File: config.mk
export PLATFORM = sky130hd
export DESIGN_NAME = float_to_decimal_text
export DESIGN_NICKNAME = d
export VERILOG_FILES = /design/src/hdl/f2dt_pkg.sv /design/src/hdl/f2dt_ctrl.sv /design/src/hdl/f2dt_datapath.sv /design/src/hdl/float_to_decimal_text.sv
export SDC_FILE = /design/constraint.sdc
export NUM_CORES = 1
export LEC_CHECK = 0
export ABC_AREA = 1
export BUFFER_PORTS_ARGS = -buffer_cell sky130_fd_sc_hd__clkbuf_2
export CAP_MARGIN = 20
export CORE_MARGIN = 2
export CORE_UTILIZATION = 65
export DETAILED_ROUTE_END_ITERATION = 10
export GPL_ROUTABILITY_DRIVEN = 0
export PLACE_DENSITY = 0.82
export SLEW_MARGIN = 20
export SYNTH_ARGS = -nofsm -noshare
export SYNTH_HDL_FRONTEND = slang
export SYNTH_SLANG_ARGS = --single-unit
File: constraint.sdc
create_clock -name clk -period 16.2 [get_ports clk]
set_input_delay 0.81 -clock clk [delete_from_list [all_inputs] [get_ports clk]]
set_output_delay 0.81 -clock clk [all_outputs]
set_load 0.01 [all_outputs]
File: src/hdl/f2dt_pkg.sv
`timescale 1ns / 1ps
// Shared types and constants for the float-to-decimal-text converter.
// Used by f2dt_ctrl, f2dt_datapath and float_to_decimal_text; no dependencies.
package f2dt_pkg;

    // ASCII characters of the text.
    localparam logic [7:0] CHAR_ZERO  = 8'd48;
    localparam logic [7:0] CHAR_DOT   = 8'd46;
    localparam logic [7:0] CHAR_MINUS = 8'd45;
    localparam logic [7:0] CHAR_ERROR = 8'd0;

    // Status codes of a result.
    localparam logic STATUS_OK    = 1'b0;
    localparam logic STATUS_ERROR = 1'b1;

    // Largest integer part that converts.
    localparam logic [31:0] INT_LIMIT = 32'h7FFF_FFFF;

    // Width of the significand with its hidden bit, and of the scaled fraction product.
    localparam int SIG_W  = 24;
    localparam int SCALE_W = 20;
    localparam int PROD_W = SIG_W + SCALE_W;

    // Decimal digits held for the integer part, and binary bits converted per value.
    localparam int INT_DIGITS_MAX = 10;
    localparam int CONV_BITS      = 32;

    // Longest text delivered for one value.
    localparam int MAX_CHARS = 16;

    // Controller states.
    typedef enum logic [2:0] {
        ST_IDLE,
        ST_MUL,
        ST_SCALE,
        ST_CONV,
        ST_COUNT,
        ST_EMIT
    } state_t;

    // Commands from the controller to the datapath.
    typedef struct packed {
        logic load;
        logic mul;
        logic scale;
        logic conv;
        logic count;
        logic emit;
    } cmd_t;

    // Status from the datapath to the controller.
    typedef struct packed {
        logic conv_done;
        logic last;
    } stat_t;

    // Power of ten, evaluated at elaboration for the fraction scale.
    function automatic logic [SCALE_W-1:0] pow10(input int n);
        logic [SCALE_W-1:0] p;
        p = SCALE_W'(1);
        for (int i = 0; i < n; i++)
        begin
            p = SCALE_W'(p * SCALE_W'(10));
        end
        return p;
    endfunction

endpackage

File: src/hdl/f2dt_ctrl.sv
`timescale 1ns / 1ps
// Controller of the float-to-decimal-text converter: sequences decode,
// binary-to-decimal conversion and character emission. Depends on f2dt_pkg.
module f2dt_ctrl
(
    input  logic            clk,
    input  logic            rst_n,
    input  logic            in_valid,
    output logic            in_ready,
    output logic            out_valid,
    input  logic            out_ready,
    output f2dt_pkg::cmd_t  cmd,
    input  f2dt_pkg::stat_t stat
);

    f2dt_pkg::state_t state_reg;
    f2dt_pkg::state_t state_next;
    logic             out_valid_reg;
    logic             out_valid_next;

    // State and output-valid registers.
    always_ff @(posedge clk or negedge rst_n)
    begin
        if (!rst_n)
        begin
            state_reg     <= f2dt_pkg::ST_IDLE;
            out_valid_reg <= 1'b0;
        end
        else
        begin
            state_reg     <= state_next;
            out_valid_reg <= out_valid_next;
        end
    end

    // Next state and datapath commands.
    always_comb
    begin
        state_next = state_reg;
        cmd        = '0;
        in_ready   = 1'b0;
        case (state_reg)
            f2dt_pkg::ST_IDLE:
            begin
                in_ready = 1'b1;
                if (in_valid)
                begin
                    cmd.load   = 1'b1;
                    state_next = f2dt_pkg::ST_MUL;
                end
            end
            f2dt_pkg::ST_MUL:
            begin
                cmd.mul    = 1'b1;
                state_next = f2dt_pkg::ST_SCALE;
            end
            f2dt_pkg::ST_SCALE:
            begin
                cmd.scale  = 1'b1;
                state_next = f2dt_pkg::ST_CONV;
            end
            f2dt_pkg::ST_CONV:
            begin
                cmd.conv = 1'b1;
                if (stat.conv_done)
                begin
                    state_next = f2dt_pkg::ST_COUNT;
                end
            end
            f2dt_pkg::ST_COUNT:
            begin
                cmd.count  = 1'b1;
                state_next = f2dt_pkg::ST_EMIT;
            end
            f2dt_pkg::ST_EMIT:
            begin
                // A new character goes out when the output register is free or being taken.
                if (!out_valid_reg || out_ready)
                begin
                    cmd.emit = 1'b1;
                    if (stat.last)
                    begin
                        state_next = f2dt_pkg::ST_IDLE;
                    end
                end
            end
            default:
            begin
                state_next = f2dt_pkg::ST_IDLE;
            end
        endcase
    end

    // The output register holds a character until its transfer.
    always_comb
    begin
        if (cmd.emit)
        begin
            out_valid_next = 1'b1;
        end
        else if (out_ready)
        begin
            out_valid_next = 1'b0;
        end
        else
        begin
            out_valid_next = out_valid_reg;
        end
    end

    assign out_valid = out_valid_reg;

endmodule

File: src/hdl/f2dt_datapath.sv
`timescale 1ns / 1ps
// Datapath of the float-to-decimal-text converter: float decode, fraction
// scaling, double-dabble conversion and character selection. Depends on f2dt_pkg.
module f2dt_datapath
#(
    parameter int FRACTION_DIGITS = 4,
    parameter int INTEGER_DIGITS  = 10
)
(
    input  logic            clk,
    input  logic            rst_n,
    input  logic [31:0]     float_bits,
    input  f2dt_pkg::cmd_t  cmd,
    output f2dt_pkg::stat_t stat,
    output logic [7:0]      text_char,
    output logic            last_char,
    output logic            status
);

    localparam int FB     = 4 * FRACTION_DIGITS;
    localparam int IB     = 4 * f2dt_pkg::INT_DIGITS_MAX;
    localparam int FIDX_W = (FRACTION_DIGITS > 1) ? $clog2(FRACTION_DIGITS) : 1;
    localparam int PW     = f2dt_pkg::PROD_W;
    localparam int SW     = f2dt_pkg::SIG_W;
    localparam logic [f2dt_pkg::SCALE_W-1:0] SCALE_C = f2dt_pkg::pow10(FRACTION_DIGITS);

    // Input and decode registers.
    logic [31:0]    bits_reg;
    logic [PW-1:0]  prod_reg;
    logic [31:0]    ipart_reg;
    logic [7:0]     k_reg;
    logic           dec_err_reg;

    // Conversion registers.
    logic [31:0]    int_bin_reg;
    logic [IB-1:0]  int_bcd_reg;
    logic [31:0]    frac_bin_reg;
    logic [FB-1:0]  frac_bcd_reg;
    logic [4:0]     conv_cnt_reg;

    // Emission registers.
    logic           err_reg;
    logic           sgn_reg;
    logic [3:0]     ni_reg;
    logic [3:0]     last_idx_reg;
    logic [3:0]     idx_reg;
    logic [7:0]     text_char_reg;
    logic           last_char_reg;
    logic           status_reg;

    // Decode signals.
    logic [7:0]     expo;
    logic [SW-1:0]  sig;
    logic [7:0]     k;
    logic [2:0]     shl;
    logic [31:0]    ipart;
    logic [SW-1:0]  rem;
    logic           dec_err;
    logic [PW-1:0]  prod;

    // Conversion and count signals.
    logic [IB-1:0]  int_adj;
    logic [FB-1:0]  frac_adj;
    logic [31:0]    fdig;
    logic [3:0]     ni;
    logic [2:0]     nf;
    logic [4:0]     total;
    logic           frac_nz;
    logic           sgn;

    // Character selection signals.
    logic [4:0]     j;
    logic [3:0]     int_pos;
    logic [4:0]     frac_off;
    logic [4:0]     frac_pos;
    logic [3:0]     digit;
    logic [7:0]     char_sel;

    // Split the float into integer part and fraction remainder.
    always_comb
    begin
        expo = bits_reg[30:23];
        shl  = 3'd0;
        if (expo == 8'd0)
        begin
            sig = {1'b0, bits_reg[22:0]};
            k   = 8'd149;
        end
        else
        begin
            sig = {1'b1, bits_reg[22:0]};
            if (expo >= 8'd150)
            begin
                k   = 8'd0;
                shl = 3'(expo - 8'd150);
            end
            else
            begin
                k = 8'd150 - expo;
            end
        end
        if (k == 8'd0)
        begin
            ipart = {8'd0, sig} << shl;
            rem   = '0;
        end
        else if (k >= 8'(SW))
        begin
            ipart = '0;
            rem   = sig;
        end
        else
        begin
            ipart = {8'd0, sig} >> k[4:0];
            rem   = sig & ((SW'(1) << k[4:0]) - SW'(1));
        end
        dec_err = (expo == 8'hFF) || (expo >= 8'd158) || (ipart > f2dt_pkg::INT_LIMIT);
    end

    // Fraction scaled by the power of ten, before the shift by the exponent.
    assign prod = PW'(rem) * PW'(SCALE_C);

    // Truncated fraction digits as a binary value.
    always_comb
    begin
        if (k_reg >= 8'(PW))
        begin
            fdig = '0;
        end
        else
        begin
            fdig = 32'(prod_reg >> k_reg[5:0]);
        end
    end

    // Double-dabble correction of every decimal digit before the shift.
    always_comb
    begin
        for (int d = 0; d < f2dt_pkg::INT_DIGITS_MAX; d++)
        begin
            int_adj[4*d +: 4] = (int_bcd_reg[4*d +: 4] >= 4'd5) ?
                                int_bcd_reg[4*d +: 4] + 4'd3 : int_bcd_reg[4*d +: 4];
        end
        for (int d = 0; d < FRACTION_DIGITS; d++)
        begin
            frac_adj[4*d +: 4] = (frac_bcd_reg[4*d +: 4] >= 4'd5) ?
                                 frac_bcd_reg[4*d +: 4] + 4'd3 : frac_bcd_reg[4*d +: 4];
        end
    end

    // Count integer digits, kept fraction digits and the text length.
    always_comb
    begin
        ni = 4'd1;
        for (int d = 0; d < f2dt_pkg::INT_DIGITS_MAX; d++)
        begin
            if (int_bcd_reg[4*d +: 4] != 4'd0)
            begin
                ni = 4'(d + 1);
            end
        end
        frac_nz = (frac_bcd_reg != '0);
        nf      = 3'd0;
        for (int d = FRACTION_DIGITS - 1; d >= 0; d--)
        begin
            if (frac_bcd_reg[4*d +: 4] != 4'd0)
            begin
                nf = 3'(FRACTION_DIGITS - d);
            end
        end
        sgn   = bits_reg[31] && ((int_bcd_reg != '0) || frac_nz);
        total = 5'(sgn) + 5'(ni) + 5'd1 + 5'(nf);
    end

    // Pick the character at the current text position.
    always_comb
    begin
        j        = 5'(idx_reg) - 5'(sgn_reg);
        int_pos  = ni_reg - 4'd1 - j[3:0];
        frac_off = j - 5'(ni_reg) - 5'd1;
        frac_pos = 5'(FRACTION_DIGITS - 1) - frac_off;
        digit    = 4'd0;
        if (sgn_reg && (idx_reg == 4'd0))
        begin
            char_sel = f2dt_pkg::CHAR_MINUS;
        end
        else if (j < 5'(ni_reg))
        begin
            digit    = int_bcd_reg[{int_pos, 2'b00} +: 4];
            char_sel = f2dt_pkg::CHAR_ZERO + {4'd0, digit};
        end
        else if (j == 5'(ni_reg))
        begin
            char_sel = f2dt_pkg::CHAR_DOT;
        end
        else
        begin
            digit    = frac_bcd_reg[{frac_pos[FIDX_W-1:0], 2'b00} +: 4];
            char_sel = f2dt_pkg::CHAR_ZERO + {4'd0, digit};
        end
    end

    // Control registers of the sequence.
    always_ff @(posedge clk or negedge rst_n)
    begin
        if (!rst_n)
        begin
            conv_cnt_reg <= '0;
            idx_reg      <= '0;
        end
        else
        begin
            if (cmd.scale)
            begin
                conv_cnt_reg <= '0;
            end
            else if (cmd.conv)
            begin
                conv_cnt_reg <= conv_cnt_reg + 5'd1;
            end
            if (cmd.count)
            begin
                idx_reg <= '0;
            end
            else if (cmd.emit)
            begin
                idx_reg <= idx_reg + 4'd1;
            end
        end
    end

    // Payload registers.
    always_ff @(posedge clk)
    begin
        if (cmd.load)
        begin
            bits_reg <= float_bits;
        end
        if (cmd.mul)
        begin
            prod_reg    <= prod;
            ipart_reg   <= ipart;
            k_reg       <= k;
            dec_err_reg <= dec_err;
        end
        if (cmd.scale)
        begin
            int_bin_reg  <= ipart_reg;
            int_bcd_reg  <= '0;
            frac_bin_reg <= fdig;
            frac_bcd_reg <= '0;
        end
        else if (cmd.conv)
        begin
            int_bcd_reg  <= {int_adj[IB-2:0], int_bin_reg[31]};
            int_bin_reg  <= {int_bin_reg[30:0], 1'b0};
            frac_bcd_reg <= {frac_adj[FB-2:0], frac_bin_reg[31]};
            frac_bin_reg <= {frac_bin_reg[30:0], 1'b0};
        end
        if (cmd.count)
        begin
            err_reg      <= dec_err_reg || (ni > 4'(INTEGER_DIGITS));
            sgn_reg      <= sgn;
            ni_reg       <= ni;
            last_idx_reg <= (total > 5'(f2dt_pkg::MAX_CHARS)) ?
                            4'(f2dt_pkg::MAX_CHARS - 1) : 4'(total - 5'd1);
        end
        if (cmd.emit)
        begin
            if (err_reg)
            begin
                text_char_reg <= f2dt_pkg::CHAR_ERROR;
                last_char_reg <= 1'b1;
                status_reg    <= f2dt_pkg::STATUS_ERROR;
            end
            else
            begin
                text_char_reg <= char_sel;
                last_char_reg <= (idx_reg == last_idx_reg);
                status_reg    <= f2dt_pkg::STATUS_OK;
            end
        end
    end

    assign stat.conv_done = (conv_cnt_reg == 5'(f2dt_pkg::CONV_BITS - 1));
    assign stat.last      = err_reg || (idx_reg == last_idx_reg);
    assign text_char      = text_char_reg;
    assign last_char      = last_char_reg;
    assign status         = status_reg;

endmodule

File: src/hdl/float_to_decimal_text.sv
`timescale 1ns / 1ps
// Top level of the float-to-decimal-text converter.
// Instantiates f2dt_ctrl and f2dt_datapath; depends on f2dt_pkg.
//
// Converts one IEEE single-precision value to ASCII text, one character per
// output transfer: an optional '-', the integer part truncated toward zero,
// '.', then the fraction truncated to FRACTION_DIGITS digits with trailing
// zeros dropped; last_char marks the final character. NaN, infinity and
// integer parts that do not fit give a single result with status 1 and
// character 0. Values are handled one at a time: after the input transfer
// the block performs the fraction multiply, the exponent shift, the
// double-dabble conversion (one bit per cycle) and the digit count in
// turn, then delivers one character per cycle while the output is taken.
// The next value is accepted once the final character sits in the output
// register.
module float_to_decimal_text
#(
    parameter int FRACTION_DIGITS = 4,
    parameter int INTEGER_DIGITS  = 10
)
(
    input  logic        clk,
    input  logic        rst_n,
    input  logic [31:0] float_bits,
    input  logic        in_valid,
    output logic        in_ready,
    output logic [7:0]  text_char,
    output logic        last_char,
    output logic        status,
    output logic        out_valid,
    input  logic        out_ready
);

    f2dt_pkg::cmd_t  cmd;
    f2dt_pkg::stat_t stat;

    // Sequencing of one value.
    f2dt_ctrl u_ctrl
    (
        .clk       (clk),
        .rst_n     (rst_n),
        .in_valid  (in_valid),
        .in_ready  (in_ready),
        .out_valid (out_valid),
        .out_ready (out_ready),
        .cmd       (cmd),
        .stat      (stat)
    );

    // Arithmetic and character generation.
    f2dt_datapath
    #(
        .FRACTION_DIGITS (FRACTION_DIGITS),
        .INTEGER_DIGITS  (INTEGER_DIGITS)
    )
    u_datapath
    (
        .clk        (clk),
        .rst_n      (rst_n),
        .float_bits (float_bits),
        .cmd        (cmd),
        .stat       (stat),
        .text_char  (text_char),
        .last_char  (last_char),
        .status     (status)
    );

endmodule
==> results.py, run 1 <==
metrics = {
    "clock_tree": {
        "ctsHoldBuffers": 0,
        "cts_setup_buffers": 0,
        "clock_latency_ns": 0.56,
        "cts.sinks": 257,
        "cts_buffers": 28,
        "cts_tree": "done",
        "cts-root-buf": "clkbuf_16",
        "clkTransAtPathRegs_ns": 0.06,
        "ctsLongestPathBuffers": 3,
        "post_cts_resized": 0,
        "htreeDepth": 1,
    },
    "setup_path": {
        "critPathKind": "reg -> reg",
        "cp_slowest_stage_delay_ns": 0.72,
        "path_buf_inv": 5,
        "critical_path_arrival_ns": 8.47,
        "critical_path_required_ns": 16.51,
        "critPathLaunch": "u_datapath.bits_reg[23]",
        "end_kind": "flip-flop",
        "crit_family": "adder cells",
        "critPathSlowestCell": "nand4_2",
        "rrSetupSlack_ns": 8.04,
        "r2r-start": "u_datapath.bits_reg[23]",
        "path_max_fanout": 32,
        "cp-start-kind": "flip-flop",
        "cpMostUsedCell": "nand2_1",
        "rr_endpoint": "u_datapath.prod_reg[33]",
        "rr_worst_depth": 36,
    },
    "layout": {
        "finalNetCount": 2880,
        "drive_above_1_share": 0.0618,
        "multiInputGateArea_mm2": 0.0114,
        "diodes": 0,
        "stdcell_count": 3049,
        "final_area_mm2": 0.0217,
        "largest_reg_flops": 40,
        "fillers": 2441,
        "syn2layout_area_growth_pct": 6.67,
        "seqCellArea_mm2": 0.00709,
    },
    "synthesis": {
        "synth_compound_area_frac": 0.134,
        "synth_xor_xnor_area_share": 0.0232,
        "synth.area.mux_share": 0.00541,
        "synth-seq-area-share": 0.349,
        "yosys.area_share.simple": 0.244,
        "syn_inst": 2651,
        "ys_ff_latch": 257,
        "synth_top_family_by_area": "simple AND/OR/NAND/NOR gates",
        "ys_types": 63,
        "synthAdderAreaFrac": 0.154,
        "ys_warn_count": 0,
        "async_flop_share": 0.0506,
        "syn-cell-area_mm2": 0.0203,
        "synth_area_per_cell_um2": 7.67,
        "synthFlopType": "edfxtp_1",
        "synth_edf_count": 188,
    },
    "timing": {
        "max_freq_mhz": 123,
        "timing.final.crit_share": 0.504,
        "rsz0062_at_grt": "no",
        "slew-limit-headroom": 0.225,
        "final.setup.tns_ns": 0,
        "hold_viol_final": 0,
        "drv_slew": 0,
        "min_period_ns": 8.16,
        "worst_pin_slew_ns": 1.15,
        "setup_violations": 0,
        "clock_skew_ns": 0.00880,
    },
    "detailed_routing": {
        "wl_met3_um": 4200,
        "final_antenna_net_count": 0,
        "dr.pass1.iters": 8,
        "vias": 18115,
        "met1_length_um": 20200,
        "wl_per_cell_um": 16.1,
        "maxUsedRoutingLayer": "met4",
        "wl_met2_um": 22600,
        "drc": 0,
        "via_per_inst": 5.94,
        "wirelength_um": 49200,
        "drt_iter0_markers": 1963,
    },
    "placement": {
        "io_buffers": 45,
        "dpl.cell_count": 2997,
        "place_area_mm2": 0.0207,
        "hpwl_um": 36900,
    },
    "floorplanning": {
        "row_count": 64,
        "initial_core_util": 0.663,
        "die_x_um": 181,
        "die_y_um": 181,
        "pin_count": 48,
        "fp.coreArea_mm2": 0.0307,
        "die_area_mm2": 0.0327,
    },
    "grt": {
        "groute.usage.overall": 0.298,
        "gr-total-overflow": 0,
        "grt_antenna_before_repair": 0,
        "first_global_vias": 17140,
        "grt_max_degree": 78,
        "grt_pass1_wl_um": 81600,
    },
    "hold_path": {
        "hold_class": "in -> async",
    },
    "run_status": {
        "status": "complete, no violations",
    },
    "job": {
        "maxCapViolations": 0,
    },
}
==> Yosys cell counts, types with 10 or more instances <==
cell | number | area [um2]
a21oi_1 | 116 | 581
a31oi_1 | 15 | 93.8
buf_1 | 18 | 67.6
buf_2 | 31 | 155
clkbuf_1 | 53 | 199
dfrtp_1 | 13 | 325
dfxtp_1 | 56 | 1120
edfxtp_1 | 188 | 5650
fa_1 | 61 | 1220
ha_1 | 152 | 1900
inv_1 | 340 | 1280
inv_2 | 15 | 56.3
mux2i_1 | 11 | 110
nand2_1 | 701 | 2630
nand3_1 | 237 | 1190
nand4_1 | 20 | 125
nor2_1 | 144 | 541
nor3_1 | 15 | 75.1
o211ai_1 | 31 | 233
o21ai_0 | 210 | 1050
o21ai_1 | 20 | 100
o311ai_0 | 11 | 96.3
o32ai_1 | 10 | 87.6
or2_2 | 12 | 75.1
xnor2_1 | 13 | 114
xor2_1 | 41 | 359
==> routing by layer <==
layer / track usage / up-vias
met5: 0 / -
met4: 0.115 / 0
met3: 0.0431 / 170
met2: 0.493 / 835
met1: 0.399 / 8314
li1: - / 8796
==> area by class of cell <==
cell class / instances / area share
Clock buffer: 44 / 0.0413
Clock inverter: 8 / 0.00421
Inverter: 363 / 0.0630
Multi-Input combinational cell: 1923 / 0.527
Sequential cell: 257 / 0.327
Tap cell: 396 / 0.0228
Timing Repair Buffer: 58 / 0.0149
==> placed cells by master, fill, tap and decap left out, types with 8 or more instances in the layout <==
cell,count
nand2_1,699
inv_1,340
nand3_1,237
o21ai_0,210
edfxtp_1,188
ha_1,152
nor2_1,140
a21oi_1,116
fa_1,61
dfxtp_1,56
clkbuf_2,45
xor2_1,41
clkbuf_16,32
o211ai_1,31
nand4_1,20
o21ai_1,20
inv_2,15
nor3_1,15
a31oi_1,15
xnor2_1,13
buf_4,13
dfrtp_1,13
or2_2,12
mux2i_1,11
o311ai_0,11
o32ai_1,10
nor2_2,9
o221ai_1,9
o22ai_1,9
nand2_2,8
==> stage by stage <==
stage               utilization  hold slack, ns  worst slack [ns]
floorplan                     -           0.422              9.48
CTS                       0.708           0.133              8.18
global route              0.708           0.149              7.48
detailed placement        0.675           0.411              8.20
finish                    0.708           0.148              8.04
global placement          0.675           0.406              8.49
==> worst reg2reg max path: cells and delay by family, from the launching register on <==
family | cells | cell delay (ns)
flip-flops | 1 | 0.56
adder cells (fa/ha/maj) | 8 | 3.01
AND/OR/NAND/NOR | 17 | 2.89
buffers and inverters | 5 | 0.33
AO/OA/AOI/OAI | 6 | 1.14
==> worst max-delay path by stage <==
stage | to | slack (ns) | cells past startpoint
CTS | u_datapath.prod_reg[33] | 8.18 | 36
global placement | u_datapath.prod_reg[33] | 8.49 | 36
finish | u_datapath.prod_reg[33] | 8.04 | 36
floorplan | u_datapath.prod_reg[33] | 9.48 | 39
global route | u_datapath.prod_reg[33] | 7.48 | 36
detailed placement | u_datapath.prod_reg[33] | 8.20 | 36
==> logic make-up (layout without fill, tap and decap cells) <==
| logic type | Yosys count | after routing |
|---|---|---|
| muxes | 11 | 11 |
| DFF | 257 | 257 |
| other | 1 | 2 |
| xor gates and xnor gates | 54 | 54 |
| AOI/OAI and AO/OA | 474 | 474 |
| and+or+nand+nor | 1169 | 1169 |
| adders and majority gates | 213 | 213 |
| buffers and inverters | 472 | 473 |
Power of run 1 is not shown: default switching activity piles up to over one toggle a cycle in this logic, so the estimate is an artifact.
==> run 2: changes to the inputs <==
Clock period 16.2 ns to 8.1 ns, I/O delays scaled along.
==> run 2 against run 1 <==
Against the previous run:
- critical path depth up 5
- cell count up 1.2%
- global-route usage up 1.4 points
- via count up 1.6%
- design area up 1.4%
- count of clock-buffer cells in the layout down 4
- clock skew up 0.029 ns
- non-clock buffer count up 36
- worst hold slack worse by 0.12 ns
- sequential cell count unchanged
==> results.py, run 2 (same netlist as run 1, synthesis figures left out) <==
metrics = {
    "placement": {
        "hpwl_um": 37500,
        "dpl.cell_count": 3002,
        "io_buffers": 45,
    },
    "setup_path": {
        "rrSetupSlack_ns": 0.49,
        "critPathKind": "reg -> reg",
        "end_kind": "flip-flop",
        "critical_path_arrival_ns": 7.94,
        "cp-start-kind": "flip-flop",
        "critical_path_required_ns": 8.43,
        "cp_slowest_stage_delay_ns": 0.53,
        "crit_family": "adder cells",
        "critPathSlowestCell": "fa_1",
        "cpMostUsedCell": "nand2_1",
        "path_max_fanout": 12,
        "path_buf_inv": 8,
    },
    "timing": {
        "timing.final.crit_share": 0.940,
        "holdWs_ns": 0.0277,
        "clock_skew_ns": 0.0381,
        "final.setup.tns_ns": 0,
        "slew-limit-headroom": 0.278,
        "min_period_ns": 7.61,
        "worst_pin_slew_ns": 1.08,
        "max_freq_mhz": 131,
        "setup_violations": 0,
        "drv_slew": 0,
        "rsz0062_at_grt": "no",
        "hold_viol_final": 0,
    },
    "detailed_routing": {
        "final_antenna_net_count": 0,
        "via_per_inst": 5.96,
        "wl_met3_um": 4190,
        "drt_iter0_markers": 2018,
        "wl_met2_um": 24100,
        "wl_per_cell_um": 16.7,
        "vias": 18398,
        "drc": 0,
        "dr.pass1.iters": 6,
        "maxUsedRoutingLayer": "met5",
        "wirelength_um": 51600,
        "met1_length_um": 21000,
    },
    "clock_tree": {
        "cts.sinks": 257,
        "cts_buffers": 28,
        "ctsLongestPathBuffers": 3,
        "cts_tree": "done",
        "cts-root-buf": "clkbuf_16",
        "clock_latency_ns": 0.58,
        "clkTransAtPathRegs_ns": 0.06,
        "htreeDepth": 1,
    },
    "floorplanning": {
        "initial_core_util": 0.663,
        "pin_count": 48,
        "die_y_um": 181,
        "die_x_um": 181,
        "fp.coreArea_mm2": 0.0307,
        "die_area_mm2": 0.0327,
        "row_count": 64,
    },
    "grt": {
        "first_global_vias": 17660,
        "grt_antenna_before_repair": 1,
        "gr-total-overflow": 0,
        "grt_pass1_wl_um": 85000,
        "grt_max_degree": 89,
        "groute.usage.overall": 0.313,
    },
    "layout": {
        "layout_commonest_cell": "nand2_1",
        "largest_reg_flops": 40,
        "layout_common_cells": "nand2_1 (699), inv_1 (339), nand3_1 (236)",
        "stdcell_count": 3085,
        "drive_above_1_share": 0.0647,
        "finalNetCount": 2916,
        "diodes": 0,
        "syn2layout_area_growth_pct": 8.19,
    },
    "job": {
        "maxCapViolations": 0,
    },
    "hold_path": {
        "hold_class": "in -> reg",
    },
    "run_status": {
        "status": "complete, no violations",
    },
}
[run 2: metal layers]
metal / vias to the layer above / global-route usage
met5: - / 0
met4: 2 / 0.128
met3: 191 / 0.0480
met2: 886 / 0.523
met1: 8460 / 0.407
li1: 8859 / -
[run 2: worst register-to-register path: cells and delay by family (launching register included)]
kind	cells	cell delay, ns
adder cells (fa/ha/maj)	8	2.91
AND/OR/NAND/NOR	18	2.08
AO/OA/AOI/OAI	7	1.13
buffers and inverters	8	0.78
flip-flops	1	0.48
[run 2: area by class of cell]
class	count	area, um2
fillers	2336	8660
well taps	396	495
inverters	363	1370
flip-flops and latches	257	7090
repair buffers	94	663
clock inverters	12	95.1
multi-input cells	1923	11500
clock buffers	40	840
[run 2: path summary, 6_finish.rpt]
path	cells past startpoint	end	from
max in group asynchronous	2	u_datapath.conv_cnt_reg[4]	rst_n
setup reg to reg	41	u_datapath.prod_reg[33]	u_datapath.bits_reg[23]
hold reg to reg	0	u_datapath.err_reg	u_datapath.dec_err_reg
hold / removal	1	u_datapath.bits_reg[22]	float_bits[22]
min in group asynchronous	2	u_datapath.conv_cnt_reg[2]	rst_n
setup / recovery	41	u_datapath.prod_reg[33]	u_datapath.bits_reg[23]
[run 2: metrics by stage]
step                area, um2   util  setup WS, ns
floorplan               20300      -          1.38
global placement        20800  0.677         0.758
detailed placement      20800  0.677         0.433
CTS                     22000  0.716         0.394
global route            22000  0.718       0.00944
finish                  22000  0.718         0.486
[run 2: timing repair]
action,CTS,global route
setup endpoints to repair,0,5
buffers inserted,0,3
gates resized for setup,0,2
endpoints found under the hold margin,40,0
hold buffers,28,0
Power of run 2 is left out for the same reason.
